`src/rtl/core/irs_pkg.sv`:
```
// Shared types and constants for the interval relation scan block.
// Command classes, relation and status codes, and default sizes.
// No dependencies.
package irs_pkg;

	localparam int DEF_CAPACITY  = 4096;
	localparam int DEF_TIME_BITS = 32;
	localparam int ANS_W         = 13;
	localparam int QUEUE_DEPTH   = 2;

	typedef enum logic [1:0] {
		FUNC_CLEAR  = 2'd0,
		FUNC_APPEND = 2'd1,
		FUNC_QUERY  = 2'd2
	} func_t;

	typedef enum logic [2:0] {
		OP_NOP       = 3'd0,
		OP_CLEAR     = 3'd1,
		OP_APPEND    = 3'd2,
		OP_BAD_ORDER = 3'd3,
		OP_QUERY     = 3'd4
	} op_t;

	typedef enum logic [3:0] {
		REL_EQUALS      = 4'd0,
		REL_STARTS      = 4'd1,
		REL_STARTED     = 4'd2,
		REL_FINISHES    = 4'd3,
		REL_FINISHED    = 4'd4,
		REL_MEETS       = 4'd5,
		REL_MET         = 4'd6,
		REL_OVERLAPS    = 4'd7,
		REL_OVERLAPPED  = 4'd8,
		REL_CONTAINS    = 4'd9,
		REL_CONTAINED   = 4'd10,
		REL_PRECEDES    = 4'd11,
		REL_PRECEDED    = 4'd12,
		REL_STABBING    = 4'd13,
		REL_GEN_OVERLAP = 4'd14
	} rel_t;

	typedef enum logic [1:0] {
		ST_OK        = 2'd0,
		ST_BAD_ORDER = 2'd1,
		ST_FULL      = 2'd2
	} status_t;

	// Classified command, front to back
	typedef struct packed {
		op_t  op;
		rel_t kind;
	} cmd_ctrl_t;

endpackage

```
`src/rtl/core/irs_fifo.sv`:
```
// Small register queue used between front and back and on the result side.
// Depends on irs_pkg (QUEUE_DEPTH).
module irs_fifo
	import irs_pkg::*;
#(
	parameter int W = 8
) (
	input  logic         clk,
	input  logic         arst_n,
	input  logic         push,
	input  logic [W-1:0] wdata,
	output logic         full,
	input  logic         pop,
	output logic [W-1:0] rdata,
	output logic         empty
);

	localparam int PTR_W = (QUEUE_DEPTH > 1) ? $clog2(QUEUE_DEPTH) : 1;
	localparam int CNT_W = $clog2(QUEUE_DEPTH + 1);

	logic [W-1:0]     slot_q [QUEUE_DEPTH];
	logic [PTR_W-1:0] wr_ptr_q, rd_ptr_q;
	logic [CNT_W-1:0] count_q;
	logic             do_push, do_pop;

	assign full    = (count_q == CNT_W'(QUEUE_DEPTH));
	assign empty   = (count_q == '0);
	assign do_push = push && !full;
	assign do_pop  = pop && !empty;
	assign rdata   = slot_q[rd_ptr_q];

	function automatic logic [PTR_W-1:0] ptr_next(logic [PTR_W-1:0] p);
		return (p == PTR_W'(QUEUE_DEPTH - 1)) ? '0 : p + PTR_W'(1);
	endfunction

	always_ff @(posedge clk or negedge arst_n) begin
		if (!arst_n) begin
			wr_ptr_q <= '0;
			rd_ptr_q <= '0;
			count_q  <= '0;
		end else begin
			if (do_push) wr_ptr_q <= ptr_next(wr_ptr_q);
			if (do_pop)  rd_ptr_q <= ptr_next(rd_ptr_q);
			if (do_push && !do_pop)      count_q <= count_q + CNT_W'(1);
			else if (do_pop && !do_push) count_q <= count_q - CNT_W'(1);
		end
	end

	always_ff @(posedge clk) begin
		if (do_push) slot_q[wr_ptr_q] <= wdata;
	end

`ifndef SYNTHESIS
	a_no_overflow: assert property (@(posedge clk) disable iff (!arst_n)
		count_q <= CNT_W'(QUEUE_DEPTH))
		else $error("fifo count above depth");
	a_count_up: assert property (@(posedge clk) disable iff (!arst_n)
		(do_push && !do_pop) |=> (count_q == $past(count_q) + CNT_W'(1)))
		else $error("fifo count missed a push");
	a_ptr_gap: assert property (@(posedge clk) disable iff (!arst_n)
		(empty || full) |-> (wr_ptr_q == rd_ptr_q))
		else $error("fifo pointers disagree with count");
`endif

endmodule

```
`config.mk`:
```
export PLATFORM = sky130hd
export DESIGN_NAME = irs_fifo
export DESIGN_NICKNAME = d
export VERILOG_FILES = /design/src/rtl/core/irs_pkg.sv /design/src/rtl/core/irs_fifo.sv
export SDC_FILE = /design/constraint.sdc
export NUM_CORES = 1
export LEC_CHECK = 0
export CORE_MARGIN = 5
export CORE_UTILIZATION = 47
export CTS_BUF_LIST = sky130_fd_sc_hd__clkbuf_4 sky130_fd_sc_hd__clkbuf_8 sky130_fd_sc_hd__clkbuf_16
export CTS_CLUSTER_SIZE = 16
export DETAILED_ROUTE_END_ITERATION = 8
export DONT_BUFFER_PORTS = 1
export HOLD_SLACK_MARGIN = 0.15
export PLACE_DENSITY = 0.59
export SYNTH_ARGS = -nofsm -noshare
export SYNTH_HDL_FRONTEND = slang
export SYNTH_SLANG_ARGS = --single-unit
```
`constraint.sdc`:
```
create_clock -name clk -period 1.75 [get_ports clk]
set_clock_uncertainty 0.15 [all_clocks]
set_input_delay 0.2625 -clock clk [delete_from_list [all_inputs] [get_ports clk]]
set_output_delay 0.2625 -clock clk [all_outputs]
set_load 0.01 [all_outputs]
```
# Word level (Yosys, flattened, before mapping)
# Memory sizes are Yosys's and may differ from the RTL's.
# Index checks and enable logic that the tools add are counted.
# classes
addsub	4
eq_ne	1
n_mux	6
reduce_logical	10
# op_table
op	n
1-bit logical AND	4
1-bit zero test	4
1-bit 2-to-1 mux	4
2-bit 2-to-1 mux	2
1-bit adder (second input constant)	2
2-bit by 1-bit adder with 2-bit output (second input constant)	1
2-bit == test (second input constant)	1
2-bit zero test	1
2-bit nonzero test	1
2-bit by 1-bit subtractor with 2-bit output (second input constant)	1
# word_totals
regBits	4
ram_bits	16
in_bits	12
word_cells	25
mem_count	1
# memory_table
name	depth	word_bits	read_ports	rd_ports_with_merged_regs	wr	line	source
slot_q	2	8	1	0	1	irs_fifo.sv:21	logic [W-1:0] slot_q [QUEUE_DEPTH];

# Logic depth before layout (Yosys ltp)
# depth
ltp_word	7
mapped_depth	7
ltp_nobuf	7

# Worst setup path before layout
# No wires, ideal clock.
# synth_path
kind	register -> register
startpoint	register count_q[0]
endpoint	memory slot_q[0][0] (enable)
arrival_time_ns	1.022
required_ns	1.230
setup_slack_ns	0.208
path_stages_with_launch	4
synth_period_minus_slack_ns	1.542
cell_sequence	dfrtp_1 -> nand2b_1 -> nand2_2 -> nor2_1
# synth_via
elab_chain_len	5
# synth_lines
element	line	source
start, declared	irs_fifo.sv:23	logic [CNT_W-1:0] count_q;
start signal, assigned	irs_fifo.sv:44	if (do_push && !do_pop) count_q <= count_q + CNT_W'(1);
start signal, assigned	irs_fifo.sv:45	else if (do_pop && !do_push) count_q <= count_q - CNT_W'(1);
2-bit == test	irs_fifo.sv:26	assign full = (count_q == CNT_W'(QUEUE_DEPTH));
1-bit zero test	irs_fifo.sv:28	assign do_push = push && !full;
1-bit logical AND	irs_fifo.sv:28	
1-bit 2-to-1 mux	irs_fifo.sv:50	if (do_push) slot_q[wr_ptr_q] <= wdata;
1-bit 2-to-1 mux (implied by the code)	irs_fifo.sv:50	
end, declared	irs_fifo.sv:21	
# Every way passes these cells.

# Worst setup path in the final report
# layout_path
startpoint	register count_q[0]
endpoint	register count_q[1]
# layout_via
elab_chain_len	6
word_cells_on_any_way	15
# layout_lines
element	line
2-bit == test or 2-bit zero test (tied branches)	irs_fifo.sv:26, irs_fifo.sv:27
1-bit zero test (on tied branches)	irs_fifo.sv:28, irs_fifo.sv:29
1-bit logical AND (on tied branches)	irs_fifo.sv:28, irs_fifo.sv:29
1-bit zero test (on tied branches)	irs_fifo.sv:45, irs_fifo.sv:44
1-bit logical AND (on tied branches)	irs_fifo.sv:45, irs_fifo.sv:44
2-bit nonzero test (no line) or 2-bit 2-to-1 mux (tied branches)	--
# Several ways; a longest one is shown, not always the timed one. The select of a mux whose other input is x is not followed.
# A chain may end at the register's enable or synchronous reset.

==> out/results.md <==
| Item | Reported |
| --- | --- |
| Status | finished clean |
| Sequential cell area fraction in the yosys report | 74.2% |
| Crit path time final | 1.64 ns |
| Number of antenna cells inserted | 0 |
| Post-synthesis compound-gate area fraction | 0.640% |
| H-Tree Depth | 1 |
| Fraction of synthesized area in multiplexers | 11.5% |
| Slew HR | 72.8% |
| End point of the most critical hold path | slot_q[1][0]$_DFFE_PP_ |
| Pwr Density | 1540 nW/um2 |
| CTS tree | done |
| Synthesized netlist net count | 57 |
| Number of global-route vias before repair | 474 |
| Number of sinks handled by clock tree synthesis | 20 |
| Mean routed wirelength per cell | 18.2 um |
| Simple-gate area share of the yosys netlist | 3.84% |
| Switching Share | 33.1% |
| CTS Root Cell | clkbuf_4 |
| Max Freq | 609 MHz |
| Pre-antenna DRT Iters | 2 |
| Share of total power in combinational logic | 32.7% |
| Largest voltage drop on the vdd net | 0.934 mV |
| Total count of max-transition violations in the final report | 0 |
| YS warnings | 0 |
| CP endpoint kind | flip-flop |
| Core utilization of the finished layout | 64.0% |
| Measured slew at the worst slew-check pin | 0.408 ns |
| Area growth from synthesis to layout | 26.2% |
| Arr. time, crit path | 1.71 ns |
| Antenna violations before repair | 0 |
| CTS Buf Count | 3 |
| Post-detailed-routing wire length | 1440 um |
| Share of final-layout standard cells stronger than drive strength 1 | 23.8% |
| Routed via count | 422 |
| Post-route total power | 0.00152 W |
| Min-Delay Path Depth | 1 |
| Internal power component | 0.00102 W |
| FP Rows | 14 |
| Required time worst endpoint | 1.82 ns |
| Placer congestion estimate | 0.700 |
| Sum of overflow across all layers after global routing | 0 |
| FF-to-FF Start | count_q[0]$_DFFE_PN0P_ |
| Number of port buffers | 0 |
| Largest net degree at the start of global routing | 12 |
| Fill count | 104 |
| Kind of critical path | reg -> reg |
| Global router's overall resource usage | 12.5% |
| Origin of the worst min-delay path | push |
| Static Leakage | 0.382 nW |
| Logic depth of the worst register-to-register path | 7 |
| Reg2reg end | count_q[1]$_DFFE_PN0P_ |
| Area of the core | 1540 um2 |
| Hold Vio Cnt, Final | 0 |
| Number of distinct standard cells referenced by the synthesized netlist | 15 |
| Sequential cell fraction of total power | 51.8% |
| Final Worst Setup Slack | 0.108 ns |
| Clk_lat worst skew | 0.30 ns |
| # Max-Cap Violations | 0 |
| I/O pin count | 22 |
| ANT nets after route | 0 |
| Post-CTS clock slew at the launch and capture registers of the worst setup and hold paths | 0.11 ns |
| Setup-failing EPs final | 0 |
| Number of DRC violations after detailed-routing iteration 0 | 7 |
| Syn Std Cell Area | 782 um2 |
| Chip height | 50.8 um |
| Fraction of the mapped netlist area in adder cells | 1.60% |
| Via count normalized by instance count | 5.34 |
| Xor-xnor portion of the synthesized cell area | 6.56% |
| Hold slack final | 0.289 ns |
| Highest fanout seen on the critical path | 4 |
| Worst setup SP type | flip-flop |
| Power dissipated by switching net loads | 0.000503 W |
| Maximum number of buffers from clock root to sink | 2 |
| Register-to-register setup slack | 0.11 ns |
| Dominant combinational cell family by area after synthesis | multiplexers |
| Chip width | 50.8 um |
| Remaining DRCs | 0 |
| Avg Cell Area, Syn | 17.8 um2 |
| Class of the worst hold path | in -> reg |
| Final net count | 77 |
| Die area | 2580 um2 |
| Post-placement setup slack | 0.0948 ns |
| Initial Util | 50.7% |
| Share of the clock period used by the worst path after layout | 93.8% |
| Final sum of negative setup slack | 0 ns |
| #FFs+latches synth | 20 |
| Clock power frac | 15.5% |
| Cells after synthesis | 44 |
| Wire length of the first global-routing pass | 2370 um |
cells by family (layout without fill, tap and decap cells):
group,after synthesis,in the layout
AO/OA/AOI/OAI,1,1
XOR/XNOR,5,5
adder cells (fa/ha/maj),1,1
buffers and inverters,3,22
flip-flops,20,20
multiplexers,8,8
AND/OR/NAND/NOR,6,6
registers in the layout, indices dropped and copies added (netlist names):
| name | count |
|---|---|
| count_q | 2 |
| rd_ptr_q | 1 |
| slot_q | 16 |
| wr_ptr_q | 1 |
per-stage QoR:
step,cells,cell area [um2]
floorplan,44,782
global placement,61,812
detailed placement,61,812
CTS,77,963
global route,79,987
finish,79,987
worst max path at each step:
stage / startpoint / endpoint / slack [ns] / cells past startpoint
6_report: count_q[0]$_DFFE_PN0P_ / count_q[1]$_DFFE_PN0P_ / 0.11 / 7
5_1_grt: count_q[0]$_DFFE_PN0P_ / count_q[1]$_DFFE_PN0P_ / -0.01 / 7
4_1_cts: count_q[0]$_DFFE_PN0P_ / count_q[1]$_DFFE_PN0P_ / 0.06 / 7
3_5_place_dp: count_q[0]$_DFFE_PN0P_ / count_q[1]$_DFFE_PN0P_ / 0.09 / 7
3_3_place_gp: count_q[0]$_DFFE_PN0P_ / count_q[1]$_DFFE_PN0P_ / 0.20 / 6
2_1_floorplan: count_q[0]$_DFFE_PN0P_ / slot_q[0][0]$_DFFE_PP_ / 0.21 / 3
layout by cell type (no fill, tap or decap):
cell           instances
xnor2_1                2
nor2_1                 3
mux2_1                 6
xor2_1                 2
buf_4                  4
xnor2_2                1
and3_1                 1
dfrtp_2                2
ha_1                   1
dfrtp_1                2
nand2_2                1
edfxtp_1              16
o21ai_1                1
dlygate4sd3_1         12
mux2_2                 2
clkbuf_4               4
nand2b_4               1
inv_1                  2
layer usage:
layer / global-route usage, % / vias up / part of all wire [%]
met5: 0 / - / 0
met4: 5.11 / 0 / 0.70
met3: 3.85 / 2 / 5.8
met2: 21.3 / 17 / 54
met1: 14.3 / 206 / 39
li1: - / 197 / -
power groups by stage:
| stage | Combinational (W) | Sequential, W | Clock (W) |
|---|---|---|---|
| final | 0.000496 | 0.000787 | 0.000236 |
| after global routing | 0.000546 | 0.000805 | 0.000264 |
| after CTS | 0.000453 | 0.000779 | 0.000240 |
| after detailed placement | 0.000423 | 0.000787 | 0 |
| after global placement | 0.000399 | 0.000768 | 0 |
| after floorplan | 0.000376 | 0.000725 | 0 |
area by class of cell:
| cell class | count | area, um2 | share of cell area, % |
|---|---|---|---|
| Multi-Input combinational cell | 21 | 196 | 19.9 |
| Clock buffer | 4 | 30.0 | 3.04 |
| Inverter | 2 | 7.51 | 0.760 |
| Timing Repair Buffer | 16 | 150 | 15.2 |
| Tap cell | 16 | 20.0 | 2.03 |
| Sequential cell | 20 | 583 | 59.1 |
worst max-delay path: stages, from the launching register on:
cell	delay, ns
dfrtp_2	0.45
nand2b_4	0.16
nand2_2	0.09
inv_1	0.06
ha_1	0.19
xor2_1	0.15
nor2_1	0.13
xor2_1	0.18
synthesized netlist by cell type, drive strengths merged:
cell type / n / area (um2)
o21ai: 1 / 5.00
edfxtp: 16 / 480
mux2: 8 / 90.1
nor2: 3 / 11.3
and3: 1 / 6.26
nand2: 1 / 6.26
ha: 1 / 12.5
inv: 2 / 7.51
nand2b: 1 / 6.26
buf: 1 / 5.00
dfrtp: 4 / 100
xnor2: 3 / 33.8
xor2: 2 / 17.5
repair_timing:
action,4_1_cts,5_1_grt
setup buffers,0,2
hold endpoints to repair,22,0
gates resized for setup,1,2
endpoints found under the setup margin,8,1
pin swaps,0,1
hold buffers,12,0
(Power assumes the default switching activity.)
