<file path="src/rtl/core/irs_pkg.sv">
// Shared types and constants for the interval relation scan block.
// Command classes, relation and status codes, and default sizes.
// No dependencies.
package irs_pkg;

	localparam int DEF_CAPACITY  = 4096;
	localparam int DEF_TIME_BITS = 32;
	localparam int ANS_W         = 13;
	localparam int QUEUE_DEPTH   = 2;

	typedef enum logic [1:0] {
		FUNC_CLEAR  = 2'd0,
		FUNC_APPEND = 2'd1,
		FUNC_QUERY  = 2'd2
	} func_t;

	typedef enum logic [2:0] {
		OP_NOP       = 3'd0,
		OP_CLEAR     = 3'd1,
		OP_APPEND    = 3'd2,
		OP_BAD_ORDER = 3'd3,
		OP_QUERY     = 3'd4
	} op_t;

	typedef enum logic [3:0] {
		REL_EQUALS      = 4'd0,
		REL_STARTS      = 4'd1,
		REL_STARTED     = 4'd2,
		REL_FINISHES    = 4'd3,
		REL_FINISHED    = 4'd4,
		REL_MEETS       = 4'd5,
		REL_MET         = 4'd6,
		REL_OVERLAPS    = 4'd7,
		REL_OVERLAPPED  = 4'd8,
		REL_CONTAINS    = 4'd9,
		REL_CONTAINED   = 4'd10,
		REL_PRECEDES    = 4'd11,
		REL_PRECEDED    = 4'd12,
		REL_STABBING    = 4'd13,
		REL_GEN_OVERLAP = 4'd14
	} rel_t;

	typedef enum logic [1:0] {
		ST_OK        = 2'd0,
		ST_BAD_ORDER = 2'd1,
		ST_FULL      = 2'd2
	} status_t;

	// Classified command, front to back
	typedef struct packed {
		op_t  op;
		rel_t kind;
	} cmd_ctrl_t;

endpackage

</file>
<file path="src/rtl/core/irs_front.sv">
// Input stage: takes items, narrows times, classifies the function code.
// Depends on irs_pkg. Feeds the command queue.
module irs_front
	import irs_pkg::*;
#(
	parameter int TIME_BITS = DEF_TIME_BITS
) (
	input  logic                 clk,
	input  logic                 arst_n,
	input  logic                 push,
	input  logic [1:0]           func,
	input  logic [3:0]           relation_kind,
	input  logic [31:0]          lo_time,
	input  logic [31:0]          hi_time,
	output logic                 full,
	output logic                 q_push,
	input  logic                 q_full,
	output cmd_ctrl_t            q_ctrl,
	output logic [TIME_BITS-1:0] q_lo,
	output logic [TIME_BITS-1:0] q_hi
);

	logic                 v_s1;
	cmd_ctrl_t            ctrl_s1;
	logic [TIME_BITS-1:0] lo_s1, hi_s1;
	logic [TIME_BITS-1:0] lo_t, hi_t;
	cmd_ctrl_t            ctrl_d;
	logic                 accept;

	assign lo_t   = TIME_BITS'(lo_time);
	assign hi_t   = TIME_BITS'(hi_time);
	assign full   = v_s1 && q_full;
	assign accept = push && !full;

	always_comb begin
		ctrl_d.kind = rel_t'(relation_kind);
		unique case (func_t'(func))
			FUNC_CLEAR:  ctrl_d.op = OP_CLEAR;
			FUNC_APPEND: ctrl_d.op = (lo_t > hi_t) ? OP_BAD_ORDER : OP_APPEND;
			FUNC_QUERY:  ctrl_d.op = OP_QUERY;
			default:     ctrl_d.op = OP_NOP;
		endcase
	end

	always_ff @(posedge clk or negedge arst_n) begin
		if (!arst_n) begin
			v_s1 <= 1'b0;
		end else begin
			v_s1 <= accept || (v_s1 && q_full);
		end
	end

	always_ff @(posedge clk) begin
		if (accept) begin
			ctrl_s1 <= ctrl_d;
			lo_s1   <= lo_t;
			hi_s1   <= hi_t;
		end
	end

	assign q_push = v_s1;
	assign q_ctrl = ctrl_s1;
	assign q_lo   = lo_s1;
	assign q_hi   = hi_s1;

endmodule

</file>
<file path="config.mk">
export PLATFORM = sky130hd
export DESIGN_NAME = irs_front
export DESIGN_NICKNAME = d
export VERILOG_FILES = /design/src/rtl/core/irs_pkg.sv /design/src/rtl/core/irs_front.sv
export SDC_FILE = /design/constraint.sdc
export NUM_CORES = 1
export LEC_CHECK = 0
export ABC_AREA = 0
export CORE_ASPECT_RATIO = 1.25
export CORE_MARGIN = 2
export CORE_UTILIZATION = 67
export CTS_BUF_LIST = sky130_fd_sc_hd__clkbuf_16
export DETAILED_ROUTE_END_ITERATION = 10
export DONT_BUFFER_PORTS = 1
export PLACE_DENSITY = 0.88
export SLEW_MARGIN = 0
export SYNTH_ARGS = -nofsm -noshare
export SYNTH_HDL_FRONTEND = slang
export SYNTH_SLANG_ARGS = --single-unit
</file>
<file path="constraint.sdc">
create_clock -name clk -period 9.3 [get_ports clk]
set_input_delay 0.93 -clock clk [delete_from_list [all_inputs] [get_ports clk]]
set_output_delay 0.93 -clock clk [all_outputs]
set_load 0.01 [all_outputs]
</file>
### Word level (Yosys, flattened, before mapping)

Index checks and enable logic that the tools add are counted.
W data, S select, Z words.

* magnitude comparators: 1
* equality and inequality tests: 2
* muxes and demuxes: 2
* reduce and logical (&&, ||, !) cells: 5

Operators by type and width (number)
* $gt A32 B32 Y1: 1
* $pmux W3 S3: 1
* $eq A2 B1 Y1 const B: 1
* $eq A2 B2 Y1 const B: 1
* $logic_and A1 B1 Y1: 2
* $logic_not A2 Y1: 1
* $logic_not A1 Y1: 1
* $logic_or A1 B1 Y1: 1
* $mux W1: 1

* flip-flop bits (word level): 72
* bits of input ports: 74
* output and inout bits: 73
* logic and storage cells: 15

### Logic depth before layout (Yosys ltp)

Gate-level depths: netlist of run 1.

* word-level depth: 4
* depth in mapped cells: 7
* depth with buffers taken out: 7

### Worst setup path before layout of run 1

OpenSTA, ideal clock, no wires.

* path type: in2reg
* start point: input q_full
* end point: register ctrl_s1, in the netlist q_ctrl[0] (enable)
* library setup time: 509 ps
* arrival: 4276 ps
* data required time: 8791 ps
* slack: 4515 ps
* stages on the path: 2
* buffers on the path: 0
* path through: and2_1 -> nor2b_1

* cells in the longest elaborated chain, start to end: 3

Ends and longest elaborated chain
* start, declared: RTL line irs_front.sv:17 `input logic q_full,`
* $logic_and A1 B1 Y1: RTL line irs_front.sv:32 `assign full = v_s1 && q_full;`
* $logic_not A1 Y1: RTL line irs_front.sv:33 `assign accept = push && !full;`
* $logic_and A1 B1 Y1: RTL line irs_front.sv:33
* via accept: RTL line irs_front.sv:28 `logic accept;`
* end signal, assigned: RTL line irs_front.sv:55 `ctrl_s1 <= ctrl_d;`
* end, declared: RTL line irs_front.sv:24 `cmd_ctrl_t ctrl_s1;`

The timed path passes the listed nets, and every way through them passes these cells.
A chain may end at the register's enable or synchronous reset.

==> run_results.csv, run 1 <==
group,metric,value,unit
floorplanning,core.rowCount,27,
timing,finalCritPeriodShare,24.9,%
layout,nNetsFinal,309,
layout,num_antenna_cells,0,
clock_network,tritoncts,"yes",
setup_path,crit_path_max_fanout,3,
power,p_switching,0.000155,W
timing,hold_viol,0,
timing,setup_tns,0,ns
layout,drive_gt1_share,9.13,%
route,detail_route.first_pass.iterations,5,
clock_network,cts-buffers-inserted,9,
grt,grt_pass1_vias,1707,
route,via_per_inst,6.03,
clock_network,clock_latency,0.32,ns
timing,slew_violations,0,
clock_network,cts_setup_buffers,0,
clock_network,cts_max_level,3,
route,wl,5680,µm
logic_synthesis,postSynthAreaPerCell,15.7,µm²
power,pwr-share-clk,39.7,%
timing,fin_worst_skew,0.00465,ns
timing,max_freq,433,MHz
power,p_per_area,217,mW/mm²
timing,finalSetupViolCount,0,
power,p_comb_share,5.7,%
clock_network,path_clk_slew,0.05,ns
grt,grt_pass1_wl,8310,µm
setup_path,setup.worst_path.class,"in -> reg",
logic_synthesis,syn-cell-area,0.00301,mm²
floorplanning,die_x,63.9,µm
timing,slew_headroom,42.7,%
clock_network,clockBufferDepth,2,
timing,worst_slew_pin_slew,0.860,ns
route,dr_total_vias,1605,
logic_synthesis,yosysSeqAreaShare,71.8,%
power,p_int,0.000571,W
logic_synthesis,yosys.area.top_type_share,70.9,%
clock_network,cts_hold_buffers,0,
route,drtAntennaViolNets,0,
setup_path,worst-r2r-cell-count,3,
setup_path,ff2ff_setup_slack,7.45,ns
placement,place_ws,6.66,ns
logic_synthesis,synth.distinct_cells,26,
setup_path,crit_path_start_kind,"primary input",
route,wire_per_inst,21.4,µm
placement,post-dp-hpwl,4420,µm
setup_path,critPathRequiredTime,9.36,ns
grt,grt.overflow.total,0,
power,irDropWorstVdd,0.000123,V
grt,grt_max_degree,72,
timing,rsz0062_at_grt,"no",
clock_network,cts-root-buf,"clkbuf_16",
setup_path,reg2reg_from,"q_push",
clock_network,post_cts_resized,0,
min_path,hold_path.class,"in -> async",
floorplanning,die_y,78.9,µm
logic_synthesis,yosys.area.top_type,"edfxtp_1",
timing,layout_setup_ws,6.99,ns
setup_path,reg2reg_to,"q_ctrl[6]",
route,dr.first_iter.drc_count,138,
floorplanning,die_area,0.00504,mm²
run,maxCapViolCount,0,
placement,globalplace.congestion,0.725,
logic_synthesis,synth_nets,297,
power,total_power,0.000726,W
logic_synthesis,ys_top_cells_by_area,"edfxtp_1 71%, ha_1 13%, inv_1 4.1%",
grt,track_usage,23.1,%
power,pwr-share-seq,54.6,%
logic_synthesis,postSynthCellCount,191,
logic_synthesis,ys_ff_latch,72,
placement,portBuffers,0,
floorplanning,start_util,69.0,%
power,p_leak,1.37,nW
power,netSwitchingFraction,21.4,%
layout,area_growth,11.4,%
setup_path,cp.arrival,2.37,ns
floorplanning,io_pins,147,
timing,fin_crit,2.31,ns
setup_path,worstSetupEndpointType,"flop",
logic_synthesis,yosys_warnings,0,
timing,hold_ws,0.303,ns
clock_network,clock_sinks,72,
floorplanning,core_area,0.00436,mm²
route,drc,0,
grt,antenna_found_initial,0,
outcome,status,"completed",
## how the worst max path moves through the flow
stage	from	endpoint	slack, ns
after floorplan	q_full	q_ctrl[0]	4.52
after global placement	hi_time[14]	q_ctrl[4]	6.69
after detailed placement	hi_time[14]	q_ctrl[4]	6.66
after CTS	hi_time[14]	q_ctrl[4]	6.98
after global routing	hi_time[14]	q_ctrl[4]	6.87
final	hi_time[14]	q_ctrl[4]	6.99
## per-layer routing
layer / global-route usage, % / share of wire, % / vias to the layer above
met5: 0 / 0 / -
met4: 12.4 / 2.2 / 0
met3: 8.22 / 10 / 11
met2: 43.9 / 57 / 93
met1: 20.7 / 31 / 767
li1: - / - / 734
## sequential cells by signal, summed over array words and instances, names as in the netlist
register / count
q_ctrl: 7
q_hi: 32
q_lo: 32
q_push: 1
## logic make-up (layout without fill, tap and decap cells)
| logic type | count (synthesis) | count (layout) | synth area share (%) |
|---|---|---|---|
| adder cells (fa/ha/maj) | 32 | 32 | 13.3 |
| buffers and inverters | 33 | 50 | 4.12 |
| AND/OR/NAND/NOR | 28 | 28 | 5.25 |
| flip-flops | 72 | 72 | 71.8 |
| AO/OA/AOI/OAI | 26 | 26 | 5.54 |
## critical path, cell delays in order
cell	delay [ns]
inv_1	0.02
ha_1	0.33
nand4_2	0.14
or4_4	0.56
nor3_1	0.19
a31o_1	0.16
a21oi_1	0.04
## through the flow
stage               utilization (%)  std cells  cell area, µm²
floorplan                         -        191            3010
global placement               71.0        250            3090
detailed placement             71.0        250            3090
CTS                            76.8        266            3350
global route                   76.8        266            3350
finish                         76.8        266            3350
## Yosys cell counts
cell / number
nor2b_1: 2
a221o_1: 1
nand3_1: 5
nand4_1: 5
a211oi_1: 1
a31o_1: 1
nand4_2: 1
o21ai_0: 2
a21o_1: 3
and2b_2: 1
or4_4: 1
nor3_1: 2
a21oi_2: 1
a2111oi_0: 1
inv_1: 33
a211o_1: 1
o211ai_1: 1
nor2_1: 3
ha_1: 32
nand2_1: 6
and2_1: 1
o311ai_1: 1
a21oi_1: 13
dfrtp_1: 1
edfxtp_1: 71
or2_2: 1
## area by class of cell
cell class | instances | area, µm²
clock buffer | 9 | 225
clock inverter | 7 | 30.0
fill | 248 | 1010
inverter | 33 | 124
multi-input combinational | 86 | 732
sequential | 72 | 2160
tap | 58 | 72.6
timing repair buffer | 1 | 7.51
## cell usage in the layout, fill, tap and decap left out, drive strengths merged
cell,Yosys,routed
edfxtp,71,71
clkinv,0,6
buf,0,1
or4,1,1
nand4,6,6
dfrtp,1,1
a221o,1,1
clkbuf,0,9
inv,33,34
a211oi,1,1
o21ai,2,2
nor3,2,2
and2b,1,1
or2,1,1
o211ai,1,1
nand2,6,6
ha,32,32
nor2,3,3
a21o,3,3
nor2b,2,2
a211o,1,1
and2,1,1
a31o,1,1
nand3,5,5
a2111oi,1,1
a21oi,14,14
o311ai,1,1
## power groups by stage
| stage | clock network (W) | registers (W) | logic [W] |
|---|---|---|---|
| floorplan | 0 | 0.000401 | 0.0000307 |
| global placement | 0 | 0.000402 | 0.0000380 |
| detailed placement | 0 | 0.000403 | 0.0000414 |
| CTS | 0.000289 | 0.000397 | 0.0000418 |
| global route | 0.000301 | 0.000398 | 0.0000477 |
| finish | 0.000289 | 0.000396 | 0.0000413 |
No activity file was read; power rests on OpenSTA's default activity.
==> run 2: changes to the inputs <==
--- a/config.mk
+++ b/config.mk
@@ -8,11 +8,11 @@
 export ABC_AREA = 0
 export CORE_ASPECT_RATIO = 1.25
 export CORE_MARGIN = 2
-export CORE_UTILIZATION = 67
+export CORE_UTILIZATION = 62
 export CTS_BUF_LIST = sky130_fd_sc_hd__clkbuf_16
 export DETAILED_ROUTE_END_ITERATION = 10
 export DONT_BUFFER_PORTS = 1
-export PLACE_DENSITY = 0.88
+export PLACE_DENSITY = 0.83
 export SLEW_MARGIN = 0
 export SYNTH_ARGS = -nofsm -noshare
 export SYNTH_HDL_FRONTEND = slang
==> constraint.sdc (replaced) <==
create_clock -name clk -period 2.2 [get_ports clk]
set_input_delay 0.22 -clock clk [delete_from_list [all_inputs] [get_ports clk]]
set_output_delay 0.22 -clock clk [all_outputs]
set_load 0.01 [all_outputs]
==> run 2 against run 1 <==
- die area grew 7.6%
- worst hold slack lost 0.29 ns
- setup slack lost 6.4 ns
- via count grew 22%
- sequential power grew to 4.2 times the previous value
- cell count grew 26%
- global-route usage grew 6.7 points
- sequential share of layout area shrank 12 points
- cell area grew 23%
- largest cell class unchanged
==> run_results.csv, run 2 (same netlist as run 1, synthesis figures left out) <==
group,metric,value,unit
setup_path,worstSetupEndpointType,"flop",
floorplanning,core_area,0.00469,mm²
layout,layout_commonest_cell,"edfxtp_1",
grt,track_usage,29.9,%
timing,rsz0062_at_grt,"no",
setup_path,critPathMaxStageDelay,0.57,ns
setup_path,critPathTopFamily,"simple AND/OR/NAND/NOR gates",
route,drtAntennaViolNets,0,
route,drc,0,
setup_path,cp.arrival,1.71,ns
layout,finalInstanceArea,0.00410,mm²
clock_network,cts_max_level,3,
placement,place_ws,0.282,ns
timing,setup_tns,0,ns
layout,drive_gt1_share,6.88,%
setup_path,setup.worst_path.class,"in -> reg",
clock_network,cts-root-buf,"clkbuf_16",
floorplanning,start_util,64.0,%
route,via_per_inst,5.82,
setup_path,crit_path_start_kind,"primary input",
timing,fin_crit,1.65,ns
clock_network,clockBufferDepth,2,
placement,post-dp-hpwl,4360,µm
route,detail_route.first_pass.iterations,4,
grt,grt_max_degree,72,
power,p_per_area,844,mW/mm²
clock_network,clock_sinks,72,
setup_path,path_cells,"inv_1, ha_1, nand4_2, or4_4, nor3_1, a31o_1, a21oi_1",
layout,nNetsFinal,378,
run,maxCapViolCount,0,
floorplanning,die_area,0.00542,mm²
timing,slew_violations,0,
clock_network,cts-buffers-inserted,9,
floorplanning,die_y,81.8,µm
timing,hold_viol,0,
timing,worst_slew_pin_slew,0.460,ns
setup_path,crit_path_max_fanout,3,
floorplanning,core.rowCount,28,
grt,grt_pass1_wl,11200,µm
clock_network,tritoncts,"yes",
route,wl,7790,µm
grt,grt_pass1_vias,2147,
route,dr.first_iter.drc_count,180,
timing,layout_setup_ws,0.550,ns
placement,globalplace.congestion,0.726,
clock_network,cts_hold_buffers,69,
route,dr_total_vias,1957,
grt,grt.overflow.total,0,
setup_path,crit_buf_inv,1,
floorplanning,io_pins,147,
min_path,hold_path.class,"in -> reg",
floorplanning,die_x,66.3,µm
power,p_leak,1.68,nW
clock_network,clock_latency,0.33,ns
setup_path,cpMaxStageDelayCell,"or4_4",
clock_network,path_clk_slew,0.05,ns
layout,fin_util,87.4,%
placement,portBuffers,0,
clock_network,post_cts_resized,0,
timing,slew_headroom,68.5,%
grt,antenna_found_initial,0,
layout,num_antenna_cells,0,
timing,fin_worst_skew,0.00469,ns
clock_network,cts_setup_buffers,0,
outcome,status,"completed",
timing,hold_ws,0.0112,ns
timing,max_freq,606,MHz
layout,mostFrequentLayoutCells,"71 x edfxtp_1, 69 x dlygate4sd3_1, 36 x inv_1, 32 x ha_1, 13 x a21oi_1",
layout,area_growth,36.5,%
timing,finalCritPeriodShare,75.0,%
placement,post_dp_cell_area,0.00311,mm²
timing,finalSetupViolCount,0,
power,irDropWorstVdd,0.000832,V
setup_path,critPathRequiredTime,2.26,ns
route,wire_per_inst,23.2,µm
run 2: cell types whose count changed in the layout (fill, tap and decap cells not counted), sizes merged:
cell and change:
bufinv +2, clkinv -6, clkinvlp +1, dlygate4sd3 +69, inv +2
run 2: path summary, 6_finish.rpt:
path	start	endpoint	slack, ns	cells past startpoint
worst max-delay path	hi_time[14]	q_ctrl[4]	0.55	7
worst min-delay path	push	q_push	0.01	1
worst max register to register	q_push	q_ctrl[6]	0.67	3
worst min register to register	q_push	q_push	0.87	2
max in group asynchronous	arst_n	q_push	1.99	1
min in group asynchronous	arst_n	q_push	0.11	1
run 2: power by group:
| part | internal, W | switching (W) |
|---|---|---|
| clock network | 0.000973 | 0.000517 |
| logic | 0.000154 | 0.000144 |
| registers | 0.00161 | 0.0000699 |
| total | 0.00273 | 0.000730 |
run 2: stage by stage:
stage	power, W	std cells
2_1_floorplan	0.00182	191
3_3_place_gp	0.00186	252
3_5_place_dp	0.00188	252
4_1_cts	0.00344	336
5_1_grt	0.00356	336
6_report	0.00346	336
run 2: area by class of cell:
class                           instances  area [µm²]
Sequential cell                        72        2160
Multi-Input combinational cell         86         732
Timing Repair Buffer                   70         711
Fill cell                             204         592
Clock buffer                            9         225
Inverter                               33         124
Clock inverter                          6        78.8
Tap cell                               60        75.1
run 2: worst reg2reg max path, delay by kind of cell, from the launching register on:
| family | cells | cell delay (ns) |
|---|---|---|
| AND/OR/NAND/NOR | 2 | 0.41 |
| flip-flops | 1 | 0.41 |
| buffers and inverters | 1 | 0.34 |
run 2: routing by layer:
metal	up-vias	GRT usage [%]	share of wire (%)
met3	18	8.49	8.5
met5	-	0	0
met2	126	55.5	56
li1	872	-	-
met1	941	29.8	32
met4	0	15.3	2.6
